==> config.mk <==
export PLATFORM = sky130hd
export DESIGN_NAME = gtp_ie_stream_parser
export DESIGN_NICKNAME = d
export VERILOG_FILES = /design/src/rtl/core/gtpie_pkg.sv /design/src/rtl/core/gtp_ie_stream_parser.sv /design/src/rtl/core/gtpie_front.sv /design/src/rtl/core/gtpie_queue.sv /design/src/rtl/core/gtpie_back.sv
export SDC_FILE = /design/constraint.sdc
export NUM_CORES = 2
export LEC_CHECK = 0
export BUFFER_PORTS_ARGS = -buffer_cell sky130_fd_sc_hd__buf_2
export CORE_MARGIN = 8
export CORE_UTILIZATION = 45
export CTS_CLUSTER_SIZE = 24
export DETAILED_ROUTE_END_ITERATION = 7
export GPL_ROUTABILITY_DRIVEN = 0
export SYNTH_ARGS = -nofsm -noshare
export SYNTH_HDL_FRONTEND = slang
export SYNTH_SLANG_ARGS = --single-unit
==> constraint.sdc <==
create_clock -name clk -period 31.6 [get_ports clk]
set_input_delay 3.16 -clock clk [delete_from_list [all_inputs] [get_ports clk]]
set_output_delay 3.16 -clock clk [all_outputs]
set_load 0.1 [all_outputs]
==> src/rtl/core/gtpie_pkg.sv <==
package gtpie_pkg;

	localparam int NREC   = 6;
	localparam int RW     = 3;
	localparam int QDEPTH = 2;
	localparam int QAW    = 1;
	localparam int QCW    = 2;

	localparam logic [4:0] F_CAUSE   = 5'd1;
	localparam logic [4:0] F_IMSI    = 5'd2;
	localparam logic [4:0] F_IMEI    = 5'd3;
	localparam logic [4:0] F_MSISDN  = 5'd4;
	localparam logic [4:0] F_MCC     = 5'd5;
	localparam logic [4:0] F_MNC     = 5'd6;
	localparam logic [4:0] F_LAC     = 5'd7;
	localparam logic [4:0] F_RAC     = 5'd8;
	localparam logic [4:0] F_CID     = 5'd9;
	localparam logic [4:0] F_SAC     = 5'd10;
	localparam logic [4:0] F_TEID_D  = 5'd11;
	localparam logic [4:0] F_TEID_C  = 5'd12;
	localparam logic [4:0] F_NSAPI   = 5'd13;
	localparam logic [4:0] F_UE_ADDR = 5'd14;
	localparam logic [4:0] F_GSN1    = 5'd15;
	localparam logic [4:0] F_GSN2    = 5'd16;
	localparam logic [4:0] F_APN     = 5'd17;
	localparam logic [4:0] F_ARP     = 5'd18;
	localparam logic [4:0] F_DELAY   = 5'd19;
	localparam logic [4:0] F_RELIAB  = 5'd20;
	localparam logic [4:0] F_PREC    = 5'd21;
	localparam logic [4:0] F_TCLASS  = 5'd22;
	localparam logic [4:0] F_SDU     = 5'd23;
	localparam logic [4:0] F_MAX_UL  = 5'd24;
	localparam logic [4:0] F_MAX_DL  = 5'd25;
	localparam logic [4:0] F_THP     = 5'd26;
	localparam logic [4:0] F_GBR_UL  = 5'd27;
	localparam logic [4:0] F_GBR_DL  = 5'd28;
	localparam logic [4:0] F_RAT     = 5'd29;
	localparam logic [4:0] F_DTFLAG  = 5'd30;
	localparam logic [4:0] F_UNKNOWN = 5'd31;

	localparam logic [7:0] IE_CAUSE    = 8'd1;
	localparam logic [7:0] IE_IMSI     = 8'd2;
	localparam logic [7:0] IE_RAI      = 8'd3;
	localparam logic [7:0] IE_TEID_D   = 8'd16;
	localparam logic [7:0] IE_TEID_C   = 8'd17;
	localparam logic [7:0] IE_NSAPI    = 8'd20;
	localparam logic [7:0] IE_UE_ADDR  = 8'd128;
	localparam logic [7:0] IE_APN      = 8'd131;
	localparam logic [7:0] IE_GSN_ADDR = 8'd133;
	localparam logic [7:0] IE_MSISDN   = 8'd134;
	localparam logic [7:0] IE_QOS      = 8'd135;
	localparam logic [7:0] IE_RAT      = 8'd151;
	localparam logic [7:0] IE_ULI      = 8'd152;
	localparam logic [7:0] IE_IMEI     = 8'd154;
	localparam logic [7:0] IE_COMMON   = 8'd182;

	typedef struct packed {
		logic [7:0] data_byte;
		logic       end_of_message;
	} item_t;

	typedef struct packed {
		logic [4:0]  field_code;
		logic [15:0] field_index;
		logic [31:0] field_value;
		logic        last_of_run;
	} result_t;

	typedef struct packed {
		logic [4:0]  code;
		logic [15:0] index;
		logic [31:0] value;
		logic        is_rate;
	} rec_t;

	typedef struct packed {
		rec_t [NREC-1:0] recs;
		logic [RW-1:0]   cnt;
	} bundle_t;

	function automatic logic [7:0] tbcd(input logic [3:0] nib);
		logic [7:0] c;
		case (nib)
			4'ha:    c = 8'h2a;
			4'hb:    c = 8'h23;
			4'hc:    c = 8'h61;
			4'hd:    c = 8'h62;
			4'he:    c = 8'h63;
			4'hf:    c = 8'h00;
			default: c = 8'h30 + {4'd0, nib};
		endcase
		return c;
	endfunction

	function automatic logic [3:0] tv_total(input logic [7:0] t);
		logic [3:0] r;
		case (t)
			8'd1, 8'd8, 8'd14, 8'd15, 8'd19, 8'd20: r = 4'd2;
			8'd2:                                   r = 4'd9;
			8'd3:                                   r = 4'd7;
			8'd16, 8'd17, 8'd127:                   r = 4'd5;
			8'd26:                                  r = 4'd3;
			default:                                r = 4'd0;
		endcase
		return r;
	endfunction

	function automatic logic tlv_known(input logic [7:0] t);
		logic r;
		case (t)
			8'd128, 8'd131, 8'd132, 8'd133, 8'd134, 8'd135, 8'd137,
			8'd148, 8'd151, 8'd152, 8'd153, 8'd154, 8'd182, 8'd191,
			8'd251, 8'd255: r = 1'b1;
			default:        r = 1'b0;
		endcase
		return r;
	endfunction

	function automatic logic [31:0] max_rate(input logic [7:0] i);
		logic [13:0] m;
		if (i == 8'h00 || i == 8'hff) begin
			m = 14'd0;
		end else if (i <= 8'h3f) begin
			m = {6'd0, i};
		end else if (i <= 8'h7f) begin
			m = 14'({i, 3'b000}) - 14'd448;
		end else begin
			m = {i, 6'b000000} - 14'd7616;
		end
		return {18'd0, m} * 32'd1000;
	endfunction

	function automatic logic [31:0] ext_rate(input logic [7:0] i);
		logic [31:0] r;
		if (i == 8'h00 || i == 8'hff) begin
			r = 32'd0;
		end else if (i <= 8'h4a) begin
			r = 32'd8600000 + {24'd0, i} * 32'd100000;
		end else if (i <= 8'hba) begin
			r = 32'd16000000 + {24'd0, i - 8'h4a} * 32'd1000000;
		end else begin
			r = 32'd128000000 + {24'd0, i - 8'hba} * 32'd2000000;
		end
		return r;
	endfunction

endpackage

==> src/rtl/core/gtp_ie_stream_parser.sv <==
// GTPv1-C information-element parser.
// Input channel: one word per cycle, a byte of the IE area plus an end-of-message
// flag, taken when push is high and full is low.
// Result channel: tagged field records (code, index, value, last_of_run), shown
// while empty is low and taken when pop is high.
// The front end decodes each byte in the cycle it is taken and writes the 0 to 6
// records it causes as one group into a two-deep group queue. The back end pulls
// one record per cycle from the queue head while the output register is free or
// popped, decodes QoS rates, and registers it; a record passes through the
// group queue and the output register. Throughput: one byte per cycle while each
// byte yields at most one record and pop stays high; a byte with more records
// holds the result port until all are shown, and the group queue hides short bursts.
// When pop stays low the output register holds, the queue fills and full rises;
// nothing is dropped.
// Reset clears the parser state, the queue and the output register. The end of
// message flag returns the parser to its reset state after that byte.
module gtp_ie_stream_parser (
	input  logic                clk,
	input  logic                arst_n,
	input  logic                push,
	output logic                full,
	input  gtpie_pkg::item_t    item,
	input  logic                pop,
	output logic                empty,
	output gtpie_pkg::result_t  result
);

	logic               take;
	logic               q_wr;
	logic               q_rd;
	logic               q_valid;
	gtpie_pkg::bundle_t bundle;
	gtpie_pkg::bundle_t head;

	assign take = push && !full;
	assign q_wr = take && (bundle.cnt != '0);

	gtpie_front u_front (
		.clk    (clk),
		.arst_n (arst_n),
		.take   (take),
		.item   (item),
		.bundle (bundle)
	);

	gtpie_queue u_queue (
		.clk    (clk),
		.arst_n (arst_n),
		.wr     (q_wr),
		.wdata  (bundle),
		.rd     (q_rd),
		.rdata  (head),
		.valid  (q_valid),
		.full   (full)
	);

	gtpie_back u_back (
		.clk     (clk),
		.arst_n  (arst_n),
		.q_valid (q_valid),
		.head    (head),
		.q_rd    (q_rd),
		.pop     (pop),
		.empty   (empty),
		.result  (result)
	);

`ifndef SYNTHESIS
	a_no_fill_from_empty: assert property (@(posedge clk) disable iff (!arst_n)
		!q_valid |=> !$fell(empty))
		else $error("result appeared with no group queued");
	a_full_implies_valid: assert property (@(posedge clk) disable iff (!arst_n)
		full |-> q_valid)
		else $error("group queue full but reports no head");
	a_code_nonzero: assert property (@(posedge clk) disable iff (!arst_n)
		!empty |-> result.field_code != 5'd0)
		else $error("result record with empty field code");
	a_read_only_valid: assert property (@(posedge clk) disable iff (!arst_n)
		q_rd |-> q_valid && head.cnt != '0)
		else $error("group queue read while empty");
`endif

endmodule

==> src/rtl/core/gtpie_front.sv <==
module gtpie_front (
	input  logic                clk,
	input  logic                arst_n,
	input  logic                take,
	input  gtpie_pkg::item_t    item,
	output gtpie_pkg::bundle_t  bundle
);

	localparam logic [15:0] BASE_OFF [4] = '{16'd9, 16'd10, 16'd13, 16'd14};
	localparam logic [15:0] EXT_OFF  [4] = '{16'd18, 16'd16, 16'd19, 16'd17};
	localparam logic [2:0]  EXT_SLOT [4] = '{3'd6, 3'd4, 3'd7, 3'd5};
	localparam logic [4:0]  RATE_CODE [4] = '{gtpie_pkg::F_MAX_UL, gtpie_pkg::F_MAX_DL,
		gtpie_pkg::F_GBR_UL, gtpie_pkg::F_GBR_DL};

	logic [7:0]  kind_q, kind_n;
	logic [15:0] pos_q, pos_n;
	logic [15:0] len_q, len_n;
	logic [31:0] gather_q, gather_n;
	logic [7:0]  label_q, label_n;
	logic        first_q, first_n;
	logic        skip_q, skip_n;
	logic [7:0]  qos_q [8];
	logic [7:0]  qn [8];
	logic        qwe;
	logic [2:0]  qwa;
	gtpie_pkg::rec_t [gtpie_pkg::NREC-1:0] recs;
	logic [gtpie_pkg::RW-1:0] n;

	always_comb begin
		logic [7:0]  b;
		logic [15:0] o;
		logic        done;
		logic [3:0]  ft;
		logic [7:0]  t;
		logic        do_plmn;
		logic [1:0]  k;
		logic        do_dig;
		logic [4:0]  dcode;
		logic [15:0] didx;
		logic [15:0] sdu;
		logic [7:0]  base;
		logic [7:0]  ext;
		logic        use_ext;
		b        = item.data_byte;
		o        = pos_q;
		done     = 1'b0;
		ft       = gtpie_pkg::tv_total(b);
		t        = gather_q[31:24];
		do_plmn  = 1'b0;
		k        = 2'd0;
		do_dig   = 1'b0;
		dcode    = gtpie_pkg::F_IMSI;
		didx     = 16'd0;
		sdu      = ({8'd0, b} << 3) + ({8'd0, b} << 1);
		kind_n   = kind_q;
		pos_n    = pos_q;
		len_n    = len_q;
		gather_n = gather_q;
		label_n  = label_q;
		first_n  = first_q;
		skip_n   = skip_q;
		qwe      = 1'b0;
		qwa      = 3'd0;
		recs     = '0;
		n        = '0;
		for (int i = 0; i < 8; i++) begin
			qn[i] = qos_q[i];
		end
		if (!skip_q) begin
			if (kind_q == 8'd0) begin
				if (ft == 4'd0 && !gtpie_pkg::tlv_known(b)) begin
					recs[n] = '{gtpie_pkg::F_UNKNOWN, 16'd0, {24'd0, b}, 1'b0};
					n = n + 3'd1;
					skip_n = 1'b1;
				end else begin
					kind_n   = b;
					pos_n    = 16'd1;
					len_n    = (ft != 4'd0) ? {12'd0, ft - 4'd1} : 16'd0;
					gather_n = 32'd0;
					label_n  = 8'd0;
				end
			end else begin
				if (kind_q >= 8'd128 && o <= 16'd2) begin
					if (o == 16'd1) begin
						len_n = {8'd0, b};
						done  = 1'b0;
					end else begin
						len_n = {len_q[7:0], b};
						done  = (len_n == 16'd0);
					end
				end else begin
					case (kind_q)
						gtpie_pkg::IE_CAUSE: begin
							if (o == 16'd1) begin
								recs[n] = '{gtpie_pkg::F_CAUSE, 16'd0, {24'd0, b}, 1'b0};
								n = n + 3'd1;
							end
						end
						gtpie_pkg::IE_IMSI: begin
							if (o <= 16'd8) begin
								do_dig = 1'b1;
								dcode  = gtpie_pkg::F_IMSI;
								didx   = (o - 16'd1) << 1;
							end
						end
						gtpie_pkg::IE_RAI: begin
							if (o <= 16'd3) begin
								do_plmn = 1'b1;
								k       = o[1:0] - 2'd1;
							end else if (o == 16'd4) begin
								gather_n = {gather_q[31:16], gather_q[7:0], b};
							end else if (o == 16'd5) begin
								gather_n = {gather_q[31:16], gather_q[7:0], b};
								if (gather_n[15:0] != 16'd65534 && gather_n[15:0] != 16'd0) begin
									recs[n] = '{gtpie_pkg::F_LAC, 16'd0, {16'd0, gather_n[15:0]}, 1'b0};
									n = n + 3'd1;
								end
							end else if (b != 8'hff) begin
								recs[n] = '{gtpie_pkg::F_RAC, 16'd0, {24'd0, b}, 1'b0};
								n = n + 3'd1;
							end
						end
						gtpie_pkg::IE_TEID_D, gtpie_pkg::IE_TEID_C: begin
							gather_n = {gather_q[23:0], b};
							if (o == 16'd4) begin
								recs[n] = '{(kind_q == gtpie_pkg::IE_TEID_D) ? gtpie_pkg::F_TEID_D
									: gtpie_pkg::F_TEID_C, 16'd0, gather_n, 1'b0};
								n = n + 3'd1;
							end
						end
						gtpie_pkg::IE_NSAPI: begin
							if (o == 16'd1) begin
								recs[n] = '{gtpie_pkg::F_NSAPI, 16'd0, {24'd0, b}, 1'b0};
								n = n + 3'd1;
							end
						end
						gtpie_pkg::IE_UE_ADDR: begin
							if (o >= 16'd5 && o <= 16'd8) begin
								gather_n = {gather_q[23:0], b};
								if (o == 16'd8 && len_q == 16'd1) begin
									recs[n] = '{gtpie_pkg::F_UE_ADDR, 16'd0, gather_n, 1'b0};
									n = n + 3'd1;
								end
							end
						end
						gtpie_pkg::IE_APN: begin
							if (label_q == 8'd0) begin
								// length byte: a dot goes between labels
								if (o > 16'd3) begin
									recs[n] = '{gtpie_pkg::F_APN, gather_q[15:0], 32'h2e, 1'b0};
									n = n + 3'd1;
									gather_n = gather_q + 32'd1;
								end
								label_n = b;
							end else begin
								recs[n] = '{gtpie_pkg::F_APN, gather_q[15:0], {24'd0, b}, 1'b0};
								n = n + 3'd1;
								gather_n = gather_q + 32'd1;
								label_n  = label_q - 8'd1;
							end
						end
						gtpie_pkg::IE_GSN_ADDR: begin
							if (o >= 16'd3 && o <= 16'd6) begin
								gather_n = {gather_q[23:0], b};
								if (o == 16'd6) begin
									recs[n] = '{first_q ? gtpie_pkg::F_GSN2 : gtpie_pkg::F_GSN1,
										16'd0, gather_n, 1'b0};
									n = n + 3'd1;
									first_n = 1'b1;
								end
							end
						end
						gtpie_pkg::IE_MSISDN: begin
							if (o >= 16'd4) begin
								do_dig = 1'b1;
								dcode  = gtpie_pkg::F_MSISDN;
								didx   = (o - 16'd4) << 1;
							end
						end
						gtpie_pkg::IE_QOS: begin
							case (o)
								16'd3: begin
									recs[n] = '{gtpie_pkg::F_ARP, 16'd0, {24'd0, b}, 1'b0};
									n = n + 3'd1;
								end
								16'd4: begin
									recs[n] = '{gtpie_pkg::F_DELAY, 16'd0, {27'd0, b[7:3]}, 1'b0};
									n = n + 3'd1;
									recs[n] = '{gtpie_pkg::F_RELIAB, 16'd0, {29'd0, b[2:0]}, 1'b0};
									n = n + 3'd1;
								end
								16'd5: begin
									recs[n] = '{gtpie_pkg::F_PREC, 16'd0, {29'd0, b[2:0]}, 1'b0};
									n = n + 3'd1;
								end
								16'd7: begin
									recs[n] = '{gtpie_pkg::F_TCLASS, 16'd0, {29'd0, b[7:5]}, 1'b0};
									n = n + 3'd1;
								end
								16'd8: begin
									recs[n] = '{gtpie_pkg::F_SDU, 16'd0, {16'd0, sdu}, 1'b0};
									n = n + 3'd1;
								end
								16'd9:  begin qwe = 1'b1; qwa = 3'd0; end
								16'd10: begin qwe = 1'b1; qwa = 3'd1; end
								16'd12: begin
									recs[n] = '{gtpie_pkg::F_THP, 16'd0, {29'd0, b[2:0]}, 1'b0};
									n = n + 3'd1;
								end
								16'd13: begin qwe = 1'b1; qwa = 3'd2; end
								16'd14: begin qwe = 1'b1; qwa = 3'd3; end
								16'd16: begin qwe = 1'b1; qwa = 3'd4; end
								16'd17: begin qwe = 1'b1; qwa = 3'd5; end
								16'd18: begin qwe = 1'b1; qwa = 3'd6; end
								16'd19: begin qwe = 1'b1; qwa = 3'd7; end
								default: ;
							endcase
						end
						gtpie_pkg::IE_RAT: begin
							if (o == 16'd3) begin
								recs[n] = '{gtpie_pkg::F_RAT, 16'd0, {24'd0, b}, 1'b0};
								n = n + 3'd1;
							end
						end
						gtpie_pkg::IE_ULI: begin
							if (o == 16'd3) begin
								gather_n = {b, 24'd0};
							end else if (o <= 16'd6) begin
								do_plmn = 1'b1;
								k       = o[1:0];
							end else if (o <= 16'd10) begin
								gather_n = {gather_q[31:16], gather_q[7:0], b};
								if (o == 16'd8 && t <= 8'd2) begin
									recs[n] = '{gtpie_pkg::F_LAC, 16'd0, {16'd0, gather_n[15:0]}, 1'b0};
									n = n + 3'd1;
								end
								if (o == 16'd10 && t <= 8'd2) begin
									recs[n] = '{(t == 8'd0) ? gtpie_pkg::F_CID
										: ((t == 8'd1) ? gtpie_pkg::F_SAC : gtpie_pkg::F_RAC),
										16'd0, {16'd0, gather_n[15:0]}, 1'b0};
									n = n + 3'd1;
								end
							end
						end
						gtpie_pkg::IE_IMEI: begin
							if (o >= 16'd3 && o <= 16'd10) begin
								do_dig = 1'b1;
								dcode  = gtpie_pkg::F_IMEI;
								didx   = (o - 16'd3) << 1;
							end
						end
						gtpie_pkg::IE_COMMON: begin
							if (o == 16'd3 && b[0]) begin
								recs[n] = '{gtpie_pkg::F_DTFLAG, 16'd0, 32'd1, 1'b0};
								n = n + 3'd1;
							end
						end
						default: ;
					endcase
					if (do_plmn) begin
						case (k)
							2'd0: begin
								do_dig = 1'b1;
								dcode  = gtpie_pkg::F_MCC;
								didx   = 16'd0;
							end
							2'd1: begin
								recs[n] = '{gtpie_pkg::F_MCC, 16'd2,
									{24'd0, gtpie_pkg::tbcd(b[3:0])}, 1'b0};
								n = n + 3'd1;
								// hold MNC digit 3 until the last PLMN byte
								gather_n[19:16] = b[7:4];
							end
							default: begin
								recs[n] = '{gtpie_pkg::F_MNC, 16'd0,
									{24'd0, gtpie_pkg::tbcd(b[3:0])}, 1'b0};
								n = n + 3'd1;
								recs[n] = '{gtpie_pkg::F_MNC, 16'd1,
									{24'd0, gtpie_pkg::tbcd(b[7:4])}, 1'b0};
								n = n + 3'd1;
								recs[n] = '{gtpie_pkg::F_MNC, 16'd2,
									{24'd0, gtpie_pkg::tbcd(gather_q[19:16])}, 1'b0};
								n = n + 3'd1;
							end
						endcase
					end
					if (do_dig) begin
						recs[n] = '{dcode, didx, {24'd0, gtpie_pkg::tbcd(b[3:0])}, 1'b0};
						n = n + 3'd1;
						recs[n] = '{dcode, didx + 16'd1, {24'd0, gtpie_pkg::tbcd(b[7:4])}, 1'b0};
						n = n + 3'd1;
					end
					len_n = len_q - 16'd1;
					done  = (len_n == 16'd0);
				end
				if (qwe) begin
					qn[qwa] = b;
				end
				if (done) begin
					if (kind_q == gtpie_pkg::IE_QOS) begin
						// rates go out raw; the back end decodes them
						for (int j = 0; j < 4; j++) begin
							if (BASE_OFF[j] <= o) begin
								base    = qn[j];
								ext     = qn[EXT_SLOT[j]];
								use_ext = (base == 8'hfe) && (EXT_OFF[j] <= o) && (ext != 8'd0);
								recs[n] = '{RATE_CODE[j], 16'd0, {15'd0, use_ext, ext, base}, 1'b1};
								n = n + 3'd1;
							end
						end
					end
					kind_n = 8'd0;
					pos_n  = 16'd0;
				end else begin
					pos_n = (o != 16'hffff) ? o + 16'd1 : o;
				end
			end
		end
		if (item.end_of_message) begin
			kind_n   = 8'd0;
			pos_n    = 16'd0;
			len_n    = 16'd0;
			gather_n = 32'd0;
			label_n  = 8'd0;
			first_n  = 1'b0;
			skip_n   = 1'b0;
		end
	end

	assign bundle.recs = recs;
	assign bundle.cnt  = n;

	always_ff @(posedge clk or negedge arst_n) begin
		if (!arst_n) begin
			kind_q   <= 8'd0;
			pos_q    <= 16'd0;
			len_q    <= 16'd0;
			gather_q <= 32'd0;
			label_q  <= 8'd0;
			first_q  <= 1'b0;
			skip_q   <= 1'b0;
		end else if (take) begin
			kind_q   <= kind_n;
			pos_q    <= pos_n;
			len_q    <= len_n;
			gather_q <= gather_n;
			label_q  <= label_n;
			first_q  <= first_n;
			skip_q   <= skip_n;
		end
	end

	always_ff @(posedge clk) begin
		if (take && qwe) begin
			qos_q[qwa] <= item.data_byte;
		end
	end

endmodule

==> src/rtl/core/gtpie_queue.sv <==
module gtpie_queue (
	input  logic               clk,
	input  logic               arst_n,
	input  logic               wr,
	input  gtpie_pkg::bundle_t wdata,
	input  logic               rd,
	output gtpie_pkg::bundle_t rdata,
	output logic               valid,
	output logic               full
);

	gtpie_pkg::bundle_t mem_q [gtpie_pkg::QDEPTH];
	logic [gtpie_pkg::QAW-1:0] wp_q, rp_q;
	logic [gtpie_pkg::QCW-1:0] cnt_q;

	assign valid = (cnt_q != '0);
	assign full  = (cnt_q == gtpie_pkg::QCW'(gtpie_pkg::QDEPTH));
	assign rdata = mem_q[rp_q];

	always_ff @(posedge clk or negedge arst_n) begin
		if (!arst_n) begin
			wp_q  <= '0;
			rp_q  <= '0;
			cnt_q <= '0;
		end else begin
			if (wr) begin
				wp_q <= wp_q + 1'b1;
			end
			if (rd) begin
				rp_q <= rp_q + 1'b1;
			end
			if (wr && !rd) begin
				cnt_q <= cnt_q + 1'b1;
			end else if (rd && !wr) begin
				cnt_q <= cnt_q - 1'b1;
			end
		end
	end

	always_ff @(posedge clk) begin
		if (wr) begin
			mem_q[wp_q] <= wdata;
		end
	end

endmodule

==> src/rtl/core/gtpie_back.sv <==
module gtpie_back (
	input  logic               clk,
	input  logic               arst_n,
	input  logic               q_valid,
	input  gtpie_pkg::bundle_t head,
	output logic               q_rd,
	input  logic               pop,
	output logic               empty,
	output gtpie_pkg::result_t result
);

	logic [gtpie_pkg::RW-1:0] r_q;
	logic                     ovalid_q;
	gtpie_pkg::result_t       out_q;
	gtpie_pkg::rec_t          cur;
	logic                     load;
	logic                     last;
	logic [31:0]              value;

	assign cur  = head.recs[r_q];
	assign load = q_valid && (!ovalid_q || pop);
	assign last = (r_q == head.cnt - 3'd1);
	assign q_rd = load && last;

	always_comb begin
		value = cur.value;
		if (cur.is_rate) begin
			value = cur.value[16] ? gtpie_pkg::ext_rate(cur.value[15:8])
				: gtpie_pkg::max_rate(cur.value[7:0]);
		end
	end

	always_ff @(posedge clk or negedge arst_n) begin
		if (!arst_n) begin
			r_q      <= '0;
			ovalid_q <= 1'b0;
		end else begin
			if (load) begin
				ovalid_q <= 1'b1;
				r_q      <= last ? '0 : r_q + 3'd1;
			end else if (pop) begin
				ovalid_q <= 1'b0;
			end
		end
	end

	always_ff @(posedge clk) begin
		if (load) begin
			out_q <= '{cur.code, cur.index, value, last};
		end
	end

	assign empty  = !ovalid_q;
	assign result = out_q;

endmodule

Word level (Yosys, flattened, before mapping). Memories as Yosys holds them, arrays and structs flattened. Index checks and enable logic that the tools add are counted.

Input port bits: 13. Bits in writable memories: 718. Register bits: 144. Memories: 2. Output and inout bits: 56.

Magnitude comparators: 46. Multipliers: 4. Equality and inequality tests: 105. Multiplexer cells: 343. Add/sub/neg operators: 37. Reduce and logical (&&, ||, !) cells: 87. Bitwise operators: 1.

Memories: u_queue.mem_q (depth 2, bits a word 327, read ports 1, clocked after memory_dff 0, wr ports 1, RTL line gtpie_queue.sv:12) `gtpie_pkg::bundle_t mem_q [gtpie_pkg::QDEPTH];`; u_front.qos_q (depth 8, bits a word 8, read ports 8, clocked after memory_dff 0, wr ports 1, RTL line gtpie_front.sv:22) `logic [7:0] qos_q [8];`.

Operators with widths (number): 324-bit two-way mux (31); 324-bit bitwise mux (11); 54-bit two-way mux (37); 54-bit demux with 3-bit select (10); 216-bit two-way mux (4); 324-bit one-hot mux with 2 select lines (1); 54-bit one-hot mux with 11 select lines (1); 32-bit two-way mux (15); 16-bit two-way mux (25); 8-bit two-way mux (41); 54-bit one-hot mux with 6 select lines (1); 270-bit two-way mux (1); 8-bit equality test, second input constant (31); 53-bit two-way mux (4); 64-bit two-way mux (3); 32-bit one-hot mux with 6 select lines (1); 3-bit two-way mux (56); 54-bit binary-select mux with 3-bit select (1); 8-bit one-hot mux with 6 select lines (3); 54-bit one-hot mux with 2 select lines (1); 52-bit two-way mux (2); 16-bit by 4-bit equality test with 1-bit output, second input constant (6); 4-bit equality test, second input constant (18); 64-bit bitwise mux (1); 105 further kinds (318).

Longest topological paths before layout.
Word-level depth: 63. Depth in mapped cells: 45. Gate-level depth less buffers: 39.

Hierarchy. From an unflattened synthesis, not the netlist that was laid out.

Cells, all modules: 5468. Area, all modules: 57961.8 sq um.

Modules (own cells, without submodules): gtpie_queue (cells an instance 1033, area an instance 23929.2 sq um, times used 1, sequential area each 19738.9 sq um); gtpie_front (cells an instance 2935, area an instance 20014.2 sq um, times used 1, sequential area each 3973.8 sq um); gtpie_back (cells an instance 1498, area an instance 13995.9 sq um, times used 1, sequential area each 1721.7 sq um); gtp_ie_stream_parser (cells an instance 2, area an instance 22.5 sq um, times used 1, sequential area each 0.0 sq um).

Worst setup path after synthesis. No wires, ideal clock.

Path kind: input port to flip-flop. From: in item[8] (netlist name). To: mem u_queue.mem_q[0][0] (netlist name) (enable). Data arrival time: 20.785 ns. Buffers on the path: 3. Cell stages on the path: 35. Slack: 9.932 ns. Required time: 30.718 ns. Cells stage by stage: clkbuf_1 nor3_1 nand4_1 o21a_1 a21o_1 nor4_1 nand2_1 ha_1 clkbuf_1 and2_1 o211ai_1 inv_1 ha_1 clkbuf_1 or3_1 o21ai_1 o211ai_2 inv_2 ha_1 nand2_1 o21ai_0 ha_1 nand2_1 o21ai_0 a21oi_2 inv_2 ha_1 mux2i_1 o21ai_2 ha_1 nand2_1 a21o_1 a31oi_1 o21a_1 nor2b_1.

Cells in the longest elaborated chain, start to end: 52. Elaborated cells on any way between the ends: 99.

Ends and longest elaborated chain: from (decl) (RTL line gtp_ie_stream_parser.sv:22) `input gtpie_pkg::item_t item,`; 16-bit inequality test or 16-bit nonzero test (tied branches) (RTL line gtpie_front.sv:114) `if (gather_n[15:0] != 16'd65534 && gather_n[15:0] != 16'd0) begin`; 1-bit logical AND (RTL line gtpie_front.sv:114); 1-bit two-way mux (RTL line gtpie_front.sv:114); 3-bit two-way mux (RTL line gtpie_front.sv:112) `end else if (o == 16'd5) begin`; 3-bit two-way mux (RTL line gtpie_front.sv:110) `end else if (o == 16'd4) begin`; 3-bit two-way mux (RTL line gtpie_front.sv:107) `if (o <= 16'd3) begin`; 3-bit one-hot mux with 10 select lines (RTL line gtpie_front.sv:92) `case (kind_q)`; 3-bit two-way mux (RTL line gtpie_front.sv:83) `if (kind_q >= 8'd128 && o <= 16'd2) begin`; [... 37 more ...]; 3-bit two-way mux (RTL line gtpie_front.sv:299) `if (done) begin`; 3-bit two-way mux * (RTL line gtpie_front.sv:70) `if (kind_q == 8'd0) begin`; 3-bit two-way mux * (RTL line gtpie_front.sv:69) `if (!skip_q) begin`; 3-bit nonzero test * (RTL line gtp_ie_stream_parser.sv:36) `assign q_wr = take && (bundle.cnt != '0);`; 1-bit logical AND * (RTL line gtp_ie_stream_parser.sv:36); net q_wr (RTL line gtp_ie_stream_parser.sv:29) `logic q_wr;`; 1-bit two-way mux * (RTL line gtpie_queue.sv:41) `if (wr) begin`; 1-bit two-way mux (not written as such) * (RTL line gtpie_queue.sv:42) `mem_q[wp_q] <= wdata;`; to (decl) (RTL line gtpie_queue.sv:12).

The timed path passes the listed nets; every way through them passes the cells marked *. The select of a mux whose other input is x is not followed.

Worst setup path in the final report.
From: in item[1] (netlist name). To: mem u_queue.mem_q[0][288] (netlist name) (enable).

Same word-level chain as after synthesis.

==> flow_metrics.env <==
export IMPL_wire_per_inst_um=26.5
export IMPL_cts_root_buf="clkbuf_16"
export IMPL_cp_arrival_ns=14.09
export IMPL_numCtsBuffers=78
export IMPL_io_pins=69
export IMPL_crit_path_end_kind="flop"
export IMPL_antenna_left=0
export IMPL_cp_start_kind="input port"
export IMPL_antenna_found_initial=14
export IMPL_via_per_inst=6.48
export IMPL_synth_seq_cells=696
export IMPL_die_h_um=348
export IMPL_path_common_cell="ha_1"
export IMPL_fin_hold_ws_ns=0.481
export IMPL_yosysMostFrequentCell="edfxtp_1"
export IMPL_grt_pass1_wl_um=254000
export IMPL_max_freq_mhz=72.4
export IMPL_synth_top_area_share_pct=36.8
export IMPL_htreeDepth=3
export IMPL_hp_start="u_front.gather_q[7]"
export IMPL_num_rows=121
export IMPL_clkSinkCount=696
export IMPL_grt_ovfl_total=0
export IMPL_drt_iter0_drc=6152
export IMPL_fin_nets=5326
export IMPL_drv_slew=0
export IMPL_dieArea_mm2=0.121
export IMPL_rsz0062_at_grt="false"
export IMPL_die_x_um=348
export IMPL_worst_slew_pin_slew_ns=1.31
export IMPL_cts_hold_buf=0
export IMPL_synthTopCellsByArea="edfxtp_1, ha_1, mux4_2, dfrtp_1, fa_1"
export IMPL_r2r_start="u_front.pos_q[2]"
export IMPL_initial_core_util_pct=45.4
export IMPL_crit_required_ns=31.87
export IMPL_synthesis_area_mm2=0.0495
export IMPL_drc=0
export IMPL_outcome="finished clean"
export IMPL_syn_avg_cell_area_um2=10.0
export IMPL_cts_resized=0
export IMPL_worst_path_buf_inv=8
export IMPL_fin_setup_tns_ns=0
export IMPL_crit_start="item[1]"
export IMPL_layout_drive_gt1_share_pct=11.6
export IMPL_yosysWarnings=0
export IMPL_async_flop_share_pct=12.9
export IMPL_port_buffers=68
export IMPL_hpwl_um=124000
export IMPL_fin_crit_sh_pct=43.7
export IMPL_drt_total_wl_um=171000
export IMPL_cp_max_fo=172
export IMPL_clkLatencyLatePin_ns=0.69
export IMPL_dr_pass1_iters=8
export IMPL_worstSetupPathType="in -> reg"
export IMPL_synth_common_cells="edfxtp_1, nand2_1, nor2_1"
export IMPL_yosys_area_top_type="edfxtp_1"
export IMPL_hold_path_class="reg -> reg"
export IMPL_synth_cells=4928
export IMPL_final_hold_violation_count=0
export IMPL_drv_cap=0
export IMPL_fin_skew_ns=0.0559
export IMPL_ys_seq_area_share_pct=41.3
export IMPL_relSlewSlack_pct=11.9
export IMPL_num_vias=41700
export IMPL_core_area_mm2=0.109
export IMPL_cts_tree="done"
export IMPL_slowest_stage="nor2b_4"
export IMPL_period_minus_slack_ns=13.81
export IMPL_ys_flop_type="edfxtp_1"
export IMPL_grt_usage_pct=27.2
export IMPL_synth_enable_flop_cells=606
export IMPL_synthDistinctLibCells=108
export IMPL_setup_viol=0
export IMPL_crit_path_max_incr_delay_ns=0.76
export IMPL_post_cts_buffers=0
export IMPL_clockBufferDepth=3
export IMPL_critPathTopFamily="simple AND/OR/NAND/NOR gates"
export IMPL_grt_max_degree=173
export IMPL_grt_pass1_vias=39200
export IMPL_syn2layout_area_growth_pct=9.91
export IMPL_path_clk_slew_ns=0.06
## registers in the layout, indices dropped and copies added, names as in the netlist
signal,cells
u_queue.mem_q,488
u_front.qos_q,64
u_back.r_q,3
u_back.result,54
u_front.pos_q,16
u_front.len_q,16
u_front.first_q,1
u_queue.cnt_q,2
u_queue.wp_q,1
u_front.label_q,8
u_front.kind_q,8
u_queue.rp_q,1
u_front.gather_q,32
u_back.ovalid_q,1
u_front.skip_q,1
## through the flow
stage | instance area [µm²] | setup slack, ns | cells | util, %
floorplan | 49700 | 9.93 | 4983 | -
global placement | 51700 | 17.71 | 6282 | 47.4
detailed placement | 51700 | 17.41 | 6282 | 47.4
CTS | 54300 | 18.05 | 6427 | 49.8
global route | 54400 | 17.18 | 6434 | 49.9
finish | 54400 | 17.79 | 6441 | 49.9
## layout by cell type (no fill, tap or decap), drive strengths merged, types with 17 or more instances in the layout
| cell type | instances |
|---|---|
| a211oi | 42 |
| a21o | 33 |
| a21oi | 282 |
| a221oi | 56 |
| a22o | 18 |
| a22oi | 48 |
| a31oi | 55 |
| a32oi | 17 |
| and2 | 47 |
| and3 | 44 |
| buf | 199 |
| clkbuf | 105 |
| clkinv | 26 |
| conb | 56 |
| dfrtp | 90 |
| edfxtp | 606 |
| fa | 92 |
| ha | 272 |
| inv | 262 |
| mux2 | 42 |
| mux2i | 133 |
| mux4 | 112 |
| nand2 | 488 |
| nand2b | 34 |
| nand3 | 120 |
| nand4 | 54 |
| nor2 | 418 |
| nor2b | 27 |
| nor3 | 125 |
| nor4 | 51 |
| o211ai | 57 |
| o21a | 20 |
| o21ai | 369 |
| o221ai | 19 |
| o22ai | 76 |
| o31ai | 41 |
| or2 | 25 |
| or3 | 35 |
| xnor2 | 105 |
| xor2 | 79 |
## final timing paths
check	endpoint	slack (ns)	cells past startpoint
setup reg to reg	u_queue.mem_q[0][288]	19.36	38
setup / recovery	u_queue.mem_q[0][288]	17.79	37
min in group asynchronous	u_back.r_q[2]	2.43	1
hold / removal	u_front.gather_q[7]	0.48	2
max in group asynchronous	u_front.gather_q[26]	27.87	2
hold reg to reg	u_front.gather_q[7]	0.48	2
## worst register-to-register path, delay by kind of cell (launching register included)
kind | cells | cell delay (ns)
compound gates | 11 | 2.35
fa+ha+maj | 8 | 2.97
buf+inv | 7 | 2.31
flops | 1 | 0.58
mux | 1 | 0.17
simple gates | 11 | 3.19
## per-layer routing
metal  part of all wire, %  GRT usage [%]  vias to the layer above  wire length [µm]
met5                0.0070         0.0800                        -                12
met4                   6.2           14.3                        2             10700
met3                    11           7.30                      624             18500
met2                    43           40.6                     2579             73500
met1                    40           36.0                    20100             68200
li1                      -              -                    18500                 -
## final cells by class
class,count,area [µm²]
fill,9916,54600
clock inverter,40,465
tap,1414,1770
multi-input combinational,3713,27200
antenna,13,32.5
clock buffer,105,2160
timing repair buffer,199,1350
sequential,696,20500
inverter,261,982
## cells by family (layout without fill, tap and decap cells)
logic type | after synthesis | in the layout | synth area share [%]
and+or+nand+nor | 1545 | 1545 | 14.9
AOI/OAI and AO/OA | 1276 | 1276 | 16.6
DFF | 696 | 696 | 41.3
buffers and inverters | 574 | 605 | 4.50
adders and majority gates | 365 | 365 | 10.6
muxes | 287 | 287 | 8.74
xor gates and xnor gates | 184 | 184 | 3.31
other | 1 | 69 | 0.00758
Power is left out: the tool's default activity adds up to more than one toggle a clock period on the data nets, which glitch-free logic cannot reach.
